`src/rtl/bth_pkg.sv`:
```
package bth_pkg;

  localparam int HEAP_CAPACITY = 16;
  localparam int RESULT_LIMIT  = 16;
  localparam int LIM_CAP       = (HEAP_CAPACITY < RESULT_LIMIT) ? HEAP_CAPACITY : RESULT_LIMIT;
  localparam int IDX_W         = $clog2(HEAP_CAPACITY);
  localparam int CNT_W         = $clog2(HEAP_CAPACITY + 1);
  localparam int CHILD_W       = IDX_W + 2;
  localparam int LIM_W         = 5;
  localparam int CMP_W         = (CNT_W > LIM_W) ? CNT_W : LIM_W;
  localparam int SCORE_W       = 32;
  localparam int SRC_W         = 4;
  localparam int ACT_W         = 16;
  localparam logic [LIM_W-1:0] LIM_RESET = LIM_W'(16);

  localparam logic OP_OFFER = 1'b0;
  localparam logic OP_FLUSH = 1'b1;

  typedef struct packed {
    logic signed [SCORE_W-1:0] score;
    logic [SRC_W-1:0]          source;
    logic [ACT_W-1:0]          action;
  } entry_t;

  typedef enum logic [3:0] {
    S_IDLE,
    S_UP_RD,
    S_UP_CMP,
    S_RT_RD,
    S_RT_CMP,
    S_DN_RD,
    S_DN_CMP,
    S_FL_RD,
    S_FL_OUT
  } state_t;

  typedef enum logic [2:0] {
    RD_NONE,
    RD_PARENT,
    RD_ROOT,
    RD_CHILD,
    RD_POS
  } rd_sel_t;

  typedef struct packed {
    logic    ld_append;
    logic    ld_replace;
    logic    ld_flush;
    rd_sel_t rd_sel;
    logic    wr_item;
    logic    wr_parent;
    logic    wr_child;
    logic    fl_emit;
  } cmd_t;

  typedef struct packed {
    logic full;
    logic cnt_zero;
    logic pos_zero;
    logic up_less;
    logic root_less;
    logic dn_move;
    logic fl_last;
    logic out_free;
  } sts_t;

endpackage

```
`src/rtl/bth_ifs.sv`:
```
interface bth_in_if import bth_pkg::*; ();
  logic                      valid;
  logic                      ready;
  logic                      op;
  logic signed [SCORE_W-1:0] score;
  logic [SRC_W-1:0]          source_index;
  logic [ACT_W-1:0]          action_tag;

  modport source (output valid, op, score, source_index, action_tag, input ready);
  modport sink   (input valid, op, score, source_index, action_tag, output ready);
endinterface

interface bth_out_if import bth_pkg::*; ();
  logic                      valid;
  logic                      ready;
  logic signed [SCORE_W-1:0] entry_score;
  logic [SRC_W-1:0]          entry_source;
  logic [ACT_W-1:0]          entry_action;
  logic                      entry_valid;
  logic                      last;

  modport source (output valid, entry_score, entry_source, entry_action, entry_valid, last,
                  input ready);
  modport sink   (input valid, entry_score, entry_source, entry_action, entry_valid, last,
                  output ready);
endinterface

```
`src/rtl/bth_ctrl.sv`:
```
module bth_ctrl import bth_pkg::*; (
  input  logic clk,
  input  logic rst_n,
  input  logic in_valid,
  input  logic in_op,
  input  sts_t sts,
  output logic in_ready,
  output cmd_t cmd
);

  state_t state_r, state_nxt;

  always_ff @(posedge clk) begin
    if (!rst_n) begin
      state_r <= S_IDLE;
    end else begin
      state_r <= state_nxt;
    end
  end

  always_comb begin
    state_nxt = state_r;
    unique case (state_r)
      S_IDLE: begin
        if (in_valid) begin
          if (in_op == OP_FLUSH) begin
            state_nxt = S_FL_RD;
          end else if (sts.full) begin
            state_nxt = S_RT_RD;
          end else begin
            state_nxt = S_UP_RD;
          end
        end
      end
      S_UP_RD:  state_nxt = sts.pos_zero ? S_IDLE : S_UP_CMP;
      S_UP_CMP: state_nxt = sts.up_less ? S_UP_RD : S_IDLE;
      S_RT_RD:  state_nxt = S_RT_CMP;
      S_RT_CMP: state_nxt = sts.root_less ? S_DN_RD : S_IDLE;
      S_DN_RD:  state_nxt = S_DN_CMP;
      S_DN_CMP: state_nxt = sts.dn_move ? S_DN_RD : S_IDLE;
      S_FL_RD:  state_nxt = S_FL_OUT;
      S_FL_OUT: begin
        if (sts.out_free) begin
          state_nxt = (sts.cnt_zero || sts.fl_last) ? S_IDLE : S_FL_RD;
        end
      end
      default:  state_nxt = S_IDLE;
    endcase
  end

  always_comb begin
    in_ready = 1'b0;
    cmd      = '0;
    cmd.rd_sel = RD_NONE;
    unique case (state_r)
      S_IDLE: begin
        in_ready = 1'b1;
        if (in_valid) begin
          if (in_op == OP_FLUSH) begin
            cmd.ld_flush = 1'b1;
          end else if (sts.full) begin
            cmd.ld_replace = 1'b1;
          end else begin
            cmd.ld_append = 1'b1;
          end
        end
      end
      S_UP_RD: begin
        if (sts.pos_zero) begin
          cmd.wr_item = 1'b1;
        end else begin
          cmd.rd_sel = RD_PARENT;
        end
      end
      S_UP_CMP: begin
        if (sts.up_less) begin
          cmd.wr_parent = 1'b1;
        end else begin
          cmd.wr_item = 1'b1;
        end
      end
      S_RT_RD:  cmd.rd_sel = RD_ROOT;
      S_RT_CMP: ;
      S_DN_RD:  cmd.rd_sel = RD_CHILD;
      S_DN_CMP: begin
        if (sts.dn_move) begin
          cmd.wr_child = 1'b1;
        end else begin
          cmd.wr_item = 1'b1;
        end
      end
      S_FL_RD:  cmd.rd_sel = RD_POS;
      S_FL_OUT: cmd.fl_emit = sts.out_free;
      default: ;
    endcase
  end

endmodule

```
`src/rtl/bth_datapath.sv`:
```
module bth_datapath import bth_pkg::*; (
  input  logic                      clk,
  input  logic                      rst_n,
  input  logic                      cfg_we,
  input  logic [LIM_W-1:0]          cfg_wdata,
  input  logic signed [SCORE_W-1:0] in_score,
  input  logic [SRC_W-1:0]          in_source_index,
  input  logic [ACT_W-1:0]          in_action_tag,
  input  cmd_t                      cmd,
  output sts_t                      sts,
  output logic                      out_valid,
  input  logic                      out_ready,
  output logic signed [SCORE_W-1:0] out_entry_score,
  output logic [SRC_W-1:0]          out_entry_source,
  output logic [ACT_W-1:0]          out_entry_action,
  output logic                      out_entry_valid,
  output logic                      out_last
);

  entry_t mem [HEAP_CAPACITY];

  entry_t            item_r, rd_a_r, rd_b_r, out_r;
  logic [IDX_W-1:0]  pos_r;
  logic [CNT_W-1:0]  cnt_r;
  logic [LIM_W-1:0]  lim_r;
  logic              out_valid_r, out_ev_r, out_last_r;

  logic [CMP_W-1:0]   eff_lim;
  logic [IDX_W-1:0]   parent_idx;
  logic [CHILD_W-1:0] l_idx, r_idx;
  logic               l_ok, r_ok, pick_l, pick_r;
  entry_t             best, child;
  logic [IDX_W-1:0]   child_idx;
  logic [IDX_W-1:0]   raddr_a, raddr_b;
  logic               rd_en, we;
  entry_t             wdata;
  entry_t             in_entry;

  assign in_entry = '{score: in_score, source: in_source_index, action: in_action_tag};

  // saturate the limit into 1 .. LIM_CAP
  always_comb begin
    if (lim_r == '0) begin
      eff_lim = CMP_W'(1);
    end else if (CMP_W'(lim_r) > CMP_W'(LIM_CAP)) begin
      eff_lim = CMP_W'(LIM_CAP);
    end else begin
      eff_lim = CMP_W'(lim_r);
    end
  end

  assign parent_idx = IDX_W'((pos_r - IDX_W'(1)) >> 1);
  assign l_idx      = CHILD_W'({pos_r, 1'b0}) + CHILD_W'(1);
  assign r_idx      = l_idx + CHILD_W'(1);
  assign l_ok       = l_idx < CHILD_W'(cnt_r);
  assign r_ok       = r_idx < CHILD_W'(cnt_r);

  // pick the smallest of hole item, left and right; ties keep the earlier one
  assign pick_l    = l_ok && ($signed(rd_a_r.score) < $signed(item_r.score));
  assign best      = pick_l ? rd_a_r : item_r;
  assign pick_r    = r_ok && ($signed(rd_b_r.score) < $signed(best.score));
  assign child     = pick_r ? rd_b_r : rd_a_r;
  assign child_idx = pick_r ? r_idx[IDX_W-1:0] : l_idx[IDX_W-1:0];

  always_comb begin
    raddr_a = pos_r;
    raddr_b = pos_r;
    case (cmd.rd_sel)
      RD_PARENT: raddr_a = parent_idx;
      RD_ROOT:   raddr_a = '0;
      RD_CHILD: begin
        raddr_a = l_idx[IDX_W-1:0];
        raddr_b = r_idx[IDX_W-1:0];
      end
      default: ;
    endcase
  end

  assign rd_en = cmd.rd_sel != RD_NONE;
  assign we    = cmd.wr_item || cmd.wr_parent || cmd.wr_child;

  always_comb begin
    if (cmd.wr_item) begin
      wdata = item_r;
    end else if (cmd.wr_parent) begin
      wdata = rd_a_r;
    end else begin
      wdata = child;
    end
  end

  always_ff @(posedge clk) begin
    if (we) begin
      mem[pos_r] <= wdata;
    end
    if (rd_en) begin
      rd_a_r <= mem[raddr_a];
      rd_b_r <= mem[raddr_b];
    end
  end

  always_ff @(posedge clk) begin
    if (!rst_n) begin
      cnt_r       <= '0;
      lim_r       <= LIM_RESET;
      out_valid_r <= 1'b0;
    end else begin
      if (cfg_we) begin
        lim_r <= cfg_wdata;
      end
      if (cmd.ld_append) begin
        cnt_r <= cnt_r + CNT_W'(1);
      end
      if (cmd.fl_emit) begin
        out_valid_r <= 1'b1;
        if (cnt_r == '0 || sts.fl_last) begin
          cnt_r <= '0;
        end
      end else if (out_ready) begin
        out_valid_r <= 1'b0;
      end
    end
  end

  always_ff @(posedge clk) begin
    if (cmd.ld_append) begin
      item_r <= in_entry;
      pos_r  <= cnt_r[IDX_W-1:0];
    end
    if (cmd.ld_replace) begin
      item_r <= in_entry;
      pos_r  <= '0;
    end
    if (cmd.ld_flush) begin
      pos_r <= '0;
    end
    if (cmd.wr_parent) begin
      pos_r <= parent_idx;
    end
    if (cmd.wr_child) begin
      pos_r <= child_idx;
    end
    if (cmd.fl_emit) begin
      if (cnt_r == '0) begin
        out_r      <= '0;
        out_ev_r   <= 1'b0;
        out_last_r <= 1'b1;
      end else begin
        out_r      <= rd_a_r;
        out_ev_r   <= 1'b1;
        out_last_r <= sts.fl_last;
        pos_r      <= pos_r + IDX_W'(1);
      end
    end
  end

  assign sts.full      = CMP_W'(cnt_r) >= eff_lim;
  assign sts.cnt_zero  = cnt_r == '0;
  assign sts.pos_zero  = pos_r == '0;
  assign sts.up_less   = $signed(item_r.score) < $signed(rd_a_r.score);
  assign sts.root_less = $signed(rd_a_r.score) < $signed(item_r.score);
  assign sts.dn_move   = pick_l || pick_r;
  assign sts.fl_last   = (CNT_W'(pos_r) + CNT_W'(1)) == cnt_r;
  assign sts.out_free  = !out_valid_r || out_ready;

  assign out_valid        = out_valid_r;
  assign out_entry_score  = out_r.score;
  assign out_entry_source = out_r.source;
  assign out_entry_action = out_r.action;
  assign out_entry_valid  = out_ev_r;
  assign out_last         = out_last_r;

endmodule

```
`src/rtl/beam_top_k_heap_unit.sv`:
```
// Top-k candidate keeper: holds the best beam_limit offers of a round in a binary min-heap
// (root = weakest kept) stored in a two-read, one-write memory with registered reads. Each
// transaction is handled alone. An offer into a heap that is not full is placed at the end
// and rises level by level while it is below its parent. An offer into a full heap is
// compared with the root: it is dropped unless its score is greater, else it replaces the
// root and sinks level by level toward its smaller child. Each level is a memory read
// followed by one compare-and-write step. A flush emits the held entries in memory order,
// or one empty result with last set when the heap is empty, holds while the result side
// stalls, and then empties the heap. beam_limit is to be written only while idle; the
// block itself does not enforce this. 0 acts as 1 and values above capacity saturate.
module beam_top_k_heap_unit import bth_pkg::*; (
  input  logic             clk,
  input  logic             rst_n,
  bth_in_if.sink           in_ch,
  bth_out_if.source        out_ch,
  input  logic             cfg_we,
  input  logic [LIM_W-1:0] cfg_wdata
);

  cmd_t cmd;
  sts_t sts;

  bth_ctrl u_ctrl (
    .clk      (clk),
    .rst_n    (rst_n),
    .in_valid (in_ch.valid),
    .in_op    (in_ch.op),
    .sts      (sts),
    .in_ready (in_ch.ready),
    .cmd      (cmd)
  );

  bth_datapath u_dp (
    .clk              (clk),
    .rst_n            (rst_n),
    .cfg_we           (cfg_we),
    .cfg_wdata        (cfg_wdata),
    .in_score         (in_ch.score),
    .in_source_index  (in_ch.source_index),
    .in_action_tag    (in_ch.action_tag),
    .cmd              (cmd),
    .sts              (sts),
    .out_valid        (out_ch.valid),
    .out_ready        (out_ch.ready),
    .out_entry_score  (out_ch.entry_score),
    .out_entry_source (out_ch.entry_source),
    .out_entry_action (out_ch.entry_action),
    .out_entry_valid  (out_ch.entry_valid),
    .out_last         (out_ch.last)
  );

endmodule
```
`src/flat_wrapper.sv`:
```
// flat-port wrapper written by rule: the top's interface ports become plain ports
module beam_top_k_heap_unit_flat import bth_pkg::*;
  (clk, rst_n, cfg_we, cfg_wdata, in_ch_valid, in_ch_op, in_ch_score, in_ch_source_index, in_ch_action_tag, in_ch_ready, out_ch_valid, out_ch_entry_score, out_ch_entry_source, out_ch_entry_action, out_ch_entry_valid, out_ch_last, out_ch_ready);
  bth_in_if in_ch_i ();
  bth_out_if out_ch_i ();
  input  logic clk;
  input  logic rst_n;
  input  logic cfg_we;
  input  logic [LIM_W-1:0] cfg_wdata;
  input wire logic [$bits(in_ch_i.valid)-1:0] in_ch_valid;
  input wire logic [$bits(in_ch_i.op)-1:0] in_ch_op;
  input wire logic [$bits(in_ch_i.score)-1:0] in_ch_score;
  input wire logic [$bits(in_ch_i.source_index)-1:0] in_ch_source_index;
  input wire logic [$bits(in_ch_i.action_tag)-1:0] in_ch_action_tag;
  output wire logic [$bits(in_ch_i.ready)-1:0] in_ch_ready;
  output wire logic [$bits(out_ch_i.valid)-1:0] out_ch_valid;
  output wire logic [$bits(out_ch_i.entry_score)-1:0] out_ch_entry_score;
  output wire logic [$bits(out_ch_i.entry_source)-1:0] out_ch_entry_source;
  output wire logic [$bits(out_ch_i.entry_action)-1:0] out_ch_entry_action;
  output wire logic [$bits(out_ch_i.entry_valid)-1:0] out_ch_entry_valid;
  output wire logic [$bits(out_ch_i.last)-1:0] out_ch_last;
  input wire logic [$bits(out_ch_i.ready)-1:0] out_ch_ready;
  assign in_ch_i.valid = in_ch_valid;
  assign in_ch_i.op = in_ch_op;
  assign in_ch_i.score = in_ch_score;
  assign in_ch_i.source_index = in_ch_source_index;
  assign in_ch_i.action_tag = in_ch_action_tag;
  assign in_ch_ready = in_ch_i.ready;
  assign out_ch_valid = out_ch_i.valid;
  assign out_ch_entry_score = out_ch_i.entry_score;
  assign out_ch_entry_source = out_ch_i.entry_source;
  assign out_ch_entry_action = out_ch_i.entry_action;
  assign out_ch_entry_valid = out_ch_i.entry_valid;
  assign out_ch_last = out_ch_i.last;
  assign out_ch_i.ready = out_ch_ready;
  beam_top_k_heap_unit u_core (.clk(clk), .rst_n(rst_n), .in_ch(in_ch_i), .out_ch(out_ch_i), .cfg_we(cfg_we), .cfg_wdata(cfg_wdata));
endmodule
```
`config.mk`:
```
export PLATFORM = sky130hd
export DESIGN_NAME = beam_top_k_heap_unit_flat
export DESIGN_NICKNAME = d
export VERILOG_FILES = /design/src/rtl/bth_pkg.sv /design/src/rtl/bth_ifs.sv /design/src/rtl/bth_ctrl.sv /design/src/rtl/bth_datapath.sv /design/src/rtl/beam_top_k_heap_unit.sv /design/src/flat_wrapper.sv
export SDC_FILE = /design/constraint.sdc
export NUM_CORES = 2
export LEC_CHECK = 0
export ABC_AREA = 1
export BUFFER_PORTS_ARGS = -buffer_cell sky130_fd_sc_hd__buf_2
export CORE_MARGIN = 1.5
export CORE_UTILIZATION = 55
export DETAILED_ROUTE_END_ITERATION = 16
export GPL_ROUTABILITY_DRIVEN = 0
export PLACE_DENSITY = 0.8
export SLEW_MARGIN = 20
export SYNTH_ARGS = -nofsm -noshare
export SYNTH_HDL_FRONTEND = slang
export SYNTH_SLANG_ARGS = --single-unit
```
`constraint.sdc`:
```
create_clock -name clk -period 9.45 [get_ports clk]
set_input_delay 0.945 -clock clk [delete_from_list [all_inputs] [get_ports clk]]
set_output_delay 0.945 -clock clk [all_outputs]
set_load 0.05 [all_outputs]
```
# Word-level counts from Yosys, hierarchy flattened
# Memory sizes are Yosys's and may differ from the RTL's. A register that Yosys moved wholly into a read port is not among the register bits.
# Index checks and enable logic that the tools add are counted.
# op_classes
addsub	6
mul	0
n_div	0
n_lt_le_gt_ge	7
n_eq_ne	14
n_shift	0
mux	54
bitwise	0
n_reduce_logical	16
# ops
cell	count
two-way mux 52 bit	6
less-than comparator 32 bit	3
two-way mux 4 bit	11
one-hot mux 4 bit (9 select lines)	1
two-way mux 5 bit	5
two-way mux 1 bit	19
two-way mux 3 bit	6
== test 4 x 3 -> 1 bit, second input constant	4
less-than comparator 6 x 5 -> 1 bit	2
one-hot mux 3 bit (4 select lines)	1
one-hot mux 4 bit (3 select lines)	1
logical NOT 5 bit	2
== test 4 x 2 -> 1 bit, second input constant	2
logical NOT 4 bit	2
adder 5 x 1 -> 6 bit, second input constant	1
adder 6 x 1 -> 6 bit, second input constant	1
== test 3 x 2 -> 1 bit, second input constant	2
two-way mux 2 bit	3
adder 4 x 1 -> 5 bit, second input constant	1
adder 5 x 1 -> 5 bit, second input constant	1
== test 5 bit	1
greater-or-equal comparator 5 bit	1
greater-than comparator 5 bit, second input constant	1
logical OR 1 bit	5
other kinds (12)	15
# word_totals
reg_bits	125
latch_bits	0
ram_bits	832
mem_bits_ro	0
input_bits	63
output_inout_bits	56
wordCells	111
memories	1
# mem_list
memory	words	word_bits	rd	rd_clocked_by_memory_dff	wr	line	rtl
u_core.u_dp.mem	16	52	2	2	1	bth_datapath.sv:20	entry_t mem [HEAP_CAPACITY];

# Longest topological paths before layout
# logic_depth
ltp_word	15
depth_mapped	39
depth_no_buf	36

# Cells and area by module
# A second synthesis with hierarchy kept.
# unflattened
cells_unflattened	5317
area_unflattened_um2	52246.4
# by_module_without_submodules
module	instances	cells_per_inst	area_each_um2	seq_area_each_um2
bth_datapath	1	5251	51881.0	31590.3
bth_ctrl	1	66	365.4	80.1

# Worst setup path after synthesis
# Ideal clock, no wire load.
# synth_timing
path_kind	reg2reg
start	register, netlist name u_core.u_dp.rd_a_r[51]
end	memory u_core.u_dp.mem[15][0] (netlist name), enable pin
setup_ns	0.463
arrival_ns	6.105
t_required_ns	8.987
path_slack_ns	2.883
stages_incl_launch_ff	29
n_path_buf	3
period_less_slack_ns	6.567
cell_sequence	edfxtp_1 ha_1 nand2_1 nor2_1 nand2_1 nor2_1 nand2_1 nand2_1 nand2_1 nand3_2 clkbuf_1 clkbuf_1 nand2_1 o21ai_0 ha_1 a21oi_1 o21ai_0 nand3_1 nand2_1 nand2_1 a21oi_1 a211oi_1 nand2_2 nand2_4 nand3_4 a21oi_1 nor3_4 buf_6 nor2_1
# synth_via
elab_chain_len	12
elab_cells_between_ends	18
classes_between	order compare (3); mux (10); reduce/logical (5)
# synth_lines
item	line	rtl
less-than comparator 32 bit	bth_datapath.sv:59	assign pick_l = l_ok && ($signed(rd_a_r.score) < $signed(item_r.score));
logical AND 1 bit	bth_datapath.sv:59	
two-way mux 52 bit	bth_datapath.sv:60	assign best = pick_l ? rd_a_r : item_r;
less-than comparator 32 bit	bth_datapath.sv:61	assign pick_r = r_ok && ($signed(rd_b_r.score) < $signed(best.score));
logical AND 1 bit	bth_datapath.sv:61	
logical OR 1 bit	bth_datapath.sv:162	assign sts.dn_move = pick_l || pick_r;
two-way mux 1 bit	bth_ctrl.sv:86	if (sts.dn_move) begin
one-hot mux 1 bit (3 select lines)	bth_ctrl.sv:55	unique case (state_r)
logical OR 1 bit	bth_datapath.sv:80	assign we = cmd.wr_item || cmd.wr_parent || cmd.wr_child;
logical OR 1 bit (*)	bth_datapath.sv:80	
two-way mux 1 bit (*)	bth_datapath.sv:93	if (we) begin
two-way mux 1 bit (not written as such) (*)	bth_datapath.sv:94	mem[pos_r] <= wdata;
end: declaration	bth_datapath.sv:20	
# Every way passes the cells marked *; elsewhere a longest branch is shown, timed or not.

==> results.md <==
Finish:
- The share of post-route cells with drive strength above 1 is 7.22%.
- The relative area change from synthesis to final layout is 10.0%.
- In the final layout, the multi-input gates occupy 17000 sq um.
- In the final layout, flip-flops and latches occupy 31700 sq um.
- The number of antenna diodes in the final layout is 0.
- Measured on the finished design, the core utilization comes to 61.2%.
- Fill cells in the final layout number 7252.
- For this run, the post-layout net count is 5526.

Logic synthesis:
- Sequential elements use 60.8% of the synthesized area.
- The async set-or-reset flop fraction in the synthesized netlist is 0%.
- The dominant cell type by area after synthesis is edfxtp_1.
- The number of different library cells in the post-synthesis netlist is 46.
- The number of nets handed over by synthesis was 5612.
- The primary flip-flop cell chosen by synthesis mapping is edfxtp_1.
- The gate count after technology mapping is 5466.
- The number of enable-type register cells in the synthesized netlist is 1042.
- The total of warnings raised by yosys is 0.
- The flip-flop and latch count after synthesis is 1061.
- The synthesized design devotes to its leading area cell type 60.1% of total area.
- Yosys attributes the largest share of cell area to edfxtp_1, o21ai_0, nand2_1.
- After synthesis, the most frequently instantiated cells are o21ai_0, edfxtp_1, nand2_1, inv_1, a21oi_1.
- The cell area after technology mapping is 52100 sq um.
- The cell with the most instances after synthesis is o21ai_0.
- Each instance of the synthesized netlist takes up on average 9.53 sq um.

Timing:
- The final number of setup-violating endpoints is 0.
- At the pin with the least slew margin, the transition time is 1.41 ns.
- The number of max-slew violations in the final report came to 0.
- Setup repair after global routing left no endpoint under its margin.
- The minimum clock period is 8.07 ns.
- The maximum clock frequency is 0.124 GHz.
- The worst slew margin relative to its limit is 5.76%.
- The post-route fraction of the period consumed by the critical path is 85.4%.
- The setup total negative slack is 0 ns.
- The clock skew after layout is 0.0335 ns.
- The number of hold-slack violations in the final timing report is 0.

Floorplan:
- The die covers 96600 sq um.
- The number of I/O pins is 119.
- Once the floorplan was initialized, standard cells occupied 55.7% of the core.
- The horizontal die dimension is 311 um.
- The die outline height is 311 um.
- After floorplanning, the core was sized to cover 93600 sq um.
- In this run the core area contains 112 standard-cell rows.

CTS:
- The post-CTS resize count is 0.
- The clock tree root buffer cell is clkbuf_16.
- The clock latency of the later-clocked register in the worst-skew pair is 0.70 ns.
- Clock tree synthesis inserted a total of 105 buffers.
- Counting every sink on the clock net gives 1061.
- Clock-pin slew was measured on the worst setup and hold paths at 0.06 ns.
- The maximum root-to-sink buffer count is 3.
- Buffers added to address setup during post-CTS repair amount to 0.
- The deepest level of the CTS H-tree is 3.
- The clock tree from TritonCTS is built.
- In this run, post-CTS hold repair placed 0 buffers.

Worst hold path:
- In this run the worst hold path is classified as in2reg.
- In this run the most critical hold path is launched from in_ch_score[22].
- The cell depth of the worst min-delay path is 1.
- The path with the worst hold slack has its endpoint at u_core.u_dp.item_r[42].

Global routing:
- The via count of the first global-routing pass was 40200.
- Across every metal layer, demand over resource in global routing totals 30.3%.
- The first global-routing pass estimated 227000 um of wire.
- Entering global routing, the biggest net connects 269 pins.
- The leftover overflow at the end of global routing is 0.
- The initial antenna violation count is 2.

Flow run:
- The number of maximum-capacitance violations is 0.

Critical path:
- The maximum fanout count along the critical path is 64.
- The category of the worst setup path launch point is a register.
- The kind of end point of the critical path is a register.
- The worst register-to-register path has a setup slack of 1.38 ns.
- The data required time at the worst endpoint is 9.78 ns.
- The worst register-to-register path begins at u_core.u_dp.pos_r[2].
- The reg-to-reg endpoint is u_core.u_dp.mem[2][44].
- The worst reg2reg path depth is 23.
- By startpoint and endpoint, the worst setup path is classified as reg2reg.
- For the worst setup path, the data arrival time is 8.40 ns.

Outcome:
- The run finished with clean final reports.

Detailed routing:
- The number of vias per cell is 6.29.
- The residual antenna-violating net count after detailed routing is 0.
- The routed layout has 42300 vias.
- After detailed routing, the number of remaining DRC violations is 0.
- The average wire per standard cell is 22.5 um.
- For this block, the routed nets add up to 151000 um of wire.
- The violation count after the first detailed-route iteration is 7070.
- The number of detailed-route iterations in the first pass is 6.

Placed design:
- In this run the tool buffered the top-level ports with 118 buffer cells.
- The wire-length estimate of the detail-placed layout is 79500 um.
[worst max path at each step]
stage / start / end / slack [ns] / depth (start not counted)
after detailed placement: u_core.u_dp.pos_r[2] / u_core.u_dp.mem[7][46] / 1.71 / 23
after floorplan: u_core.u_dp.rd_a_r[51] / u_core.u_dp.mem[15][0] / 2.88 / 28
after CTS: u_core.u_dp.pos_r[2] / u_core.u_dp.mem[1][46] / 1.59 / 23
after global placement: u_core.u_dp.pos_r[2] / u_core.u_dp.mem[13][26] / 1.91 / 22
final: u_core.u_dp.pos_r[2] / u_core.u_dp.mem[2][44] / 1.38 / 23
after global routing: u_core.u_dp.pos_r[2] / u_core.u_dp.mem[2][23] / 0.91 / 22
[final cells by class]
cell class | count | area share [%]
Clock inverter | 69 | 1.64
Clock buffer | 128 | 4.81
Multi-Input combinational cell | 3460 | 29.6
Tap cell | 1254 | 2.74
Sequential cell | 1061 | 55.3
Inverter | 569 | 3.76
Timing Repair Buffer | 183 | 2.19
[registers in the layout (all words and copies together) (netlist names)]
name	count
u_core.u_dp.out_entry_source	4
u_core.u_dp.rd_a_r	52
u_core.u_dp.cnt_r	5
u_core.u_dp.mem	832
u_core.u_dp.rd_b_r	52
u_core.u_dp.out_entry_score	32
u_core.u_dp.out_valid	1
u_core.u_dp.out_entry_action	16
u_core.u_dp.out_entry_valid	1
u_core.u_dp.lim_r	5
u_core.u_dp.out_last	1
u_core.u_dp.item_r	52
u_core.u_dp.pos_r	4
u_core.u_ctrl.state_r	4
[metrics by stage]
stage,cells,cell area (sq um),hold WS (ns),setup slack [ns]
2_1_floorplan,5466,52100,0.486,2.88
3_3_place_gp,6525,53600,0.524,1.91
3_5_place_dp,6525,53600,0.518,1.71
4_1_cts,6722,57200,0.399,1.59
5_1_grt,6724,57300,0.414,0.906
6_report,6724,57300,0.421,1.38
[worst max-delay path, stage by stage, from the launching register on]
cell and delay (ns):
dfxtp_1 0.77, ha_1 0.35, o21ai_0 0.07, nand2_1 0.07
a21oi_1 0.56, nand3_2 0.67, buf_4 0.50, nand2_1 0.10
o21ai_0 0.09, ha_1 0.30, a21oi_1 0.13, o21ai_0 0.11
nand3_1 0.09, nand2_1 0.05, nand2_1 0.05, a21oi_1 0.09
a211oi_1 0.38, nand3_2 0.22, nand3_4 0.19, nand3_2 0.08
nand2_2 0.56, clkinv_2 0.62, buf_4 0.60, o21ai_1 1.01
[layout by cell type (no fill, tap or decap), types with 8 or more instances in the layout]
master / count
o21ai_1: 26
buf_4: 52
clkbuf_1: 21
nand4_1: 8
a21oi_1: 449
buf_12: 11
nor2_4: 20
clkbuf_16: 107
nand2_1: 956
nor2_1: 215
clkinv_2: 19
dfxtp_1: 18
o21ai_0: 1218
edfxtp_1: 1042
nor3_1: 29
nand3_1: 337
bufinv_16: 22
inv_1: 556
clkinv_1: 19
ha_1: 83
o22ai_1: 54
buf_2: 118
[routing by layer]
metal	track usage, %	share of wire [%]	vias to the layer above
li1	-	-	18900
met5	0	0	-
met2	48.6	46	3224
met1	39.0	36	19600
met3	5.17	13	574
met4	17.7	5.4	0
[logic make-up after synthesis]
family	synth area share, %
adder cells (fa/ha/maj)	1.99
AO/OA/AOI/OAI	17.5
XOR/XNOR	0.151
buffers and inverters	7.09
flip-flops	60.8
AND/OR/NAND/NOR	12.5
Power is not shown: default switching activity piles up to over one toggle a cycle in this logic, so the estimate is an artifact.
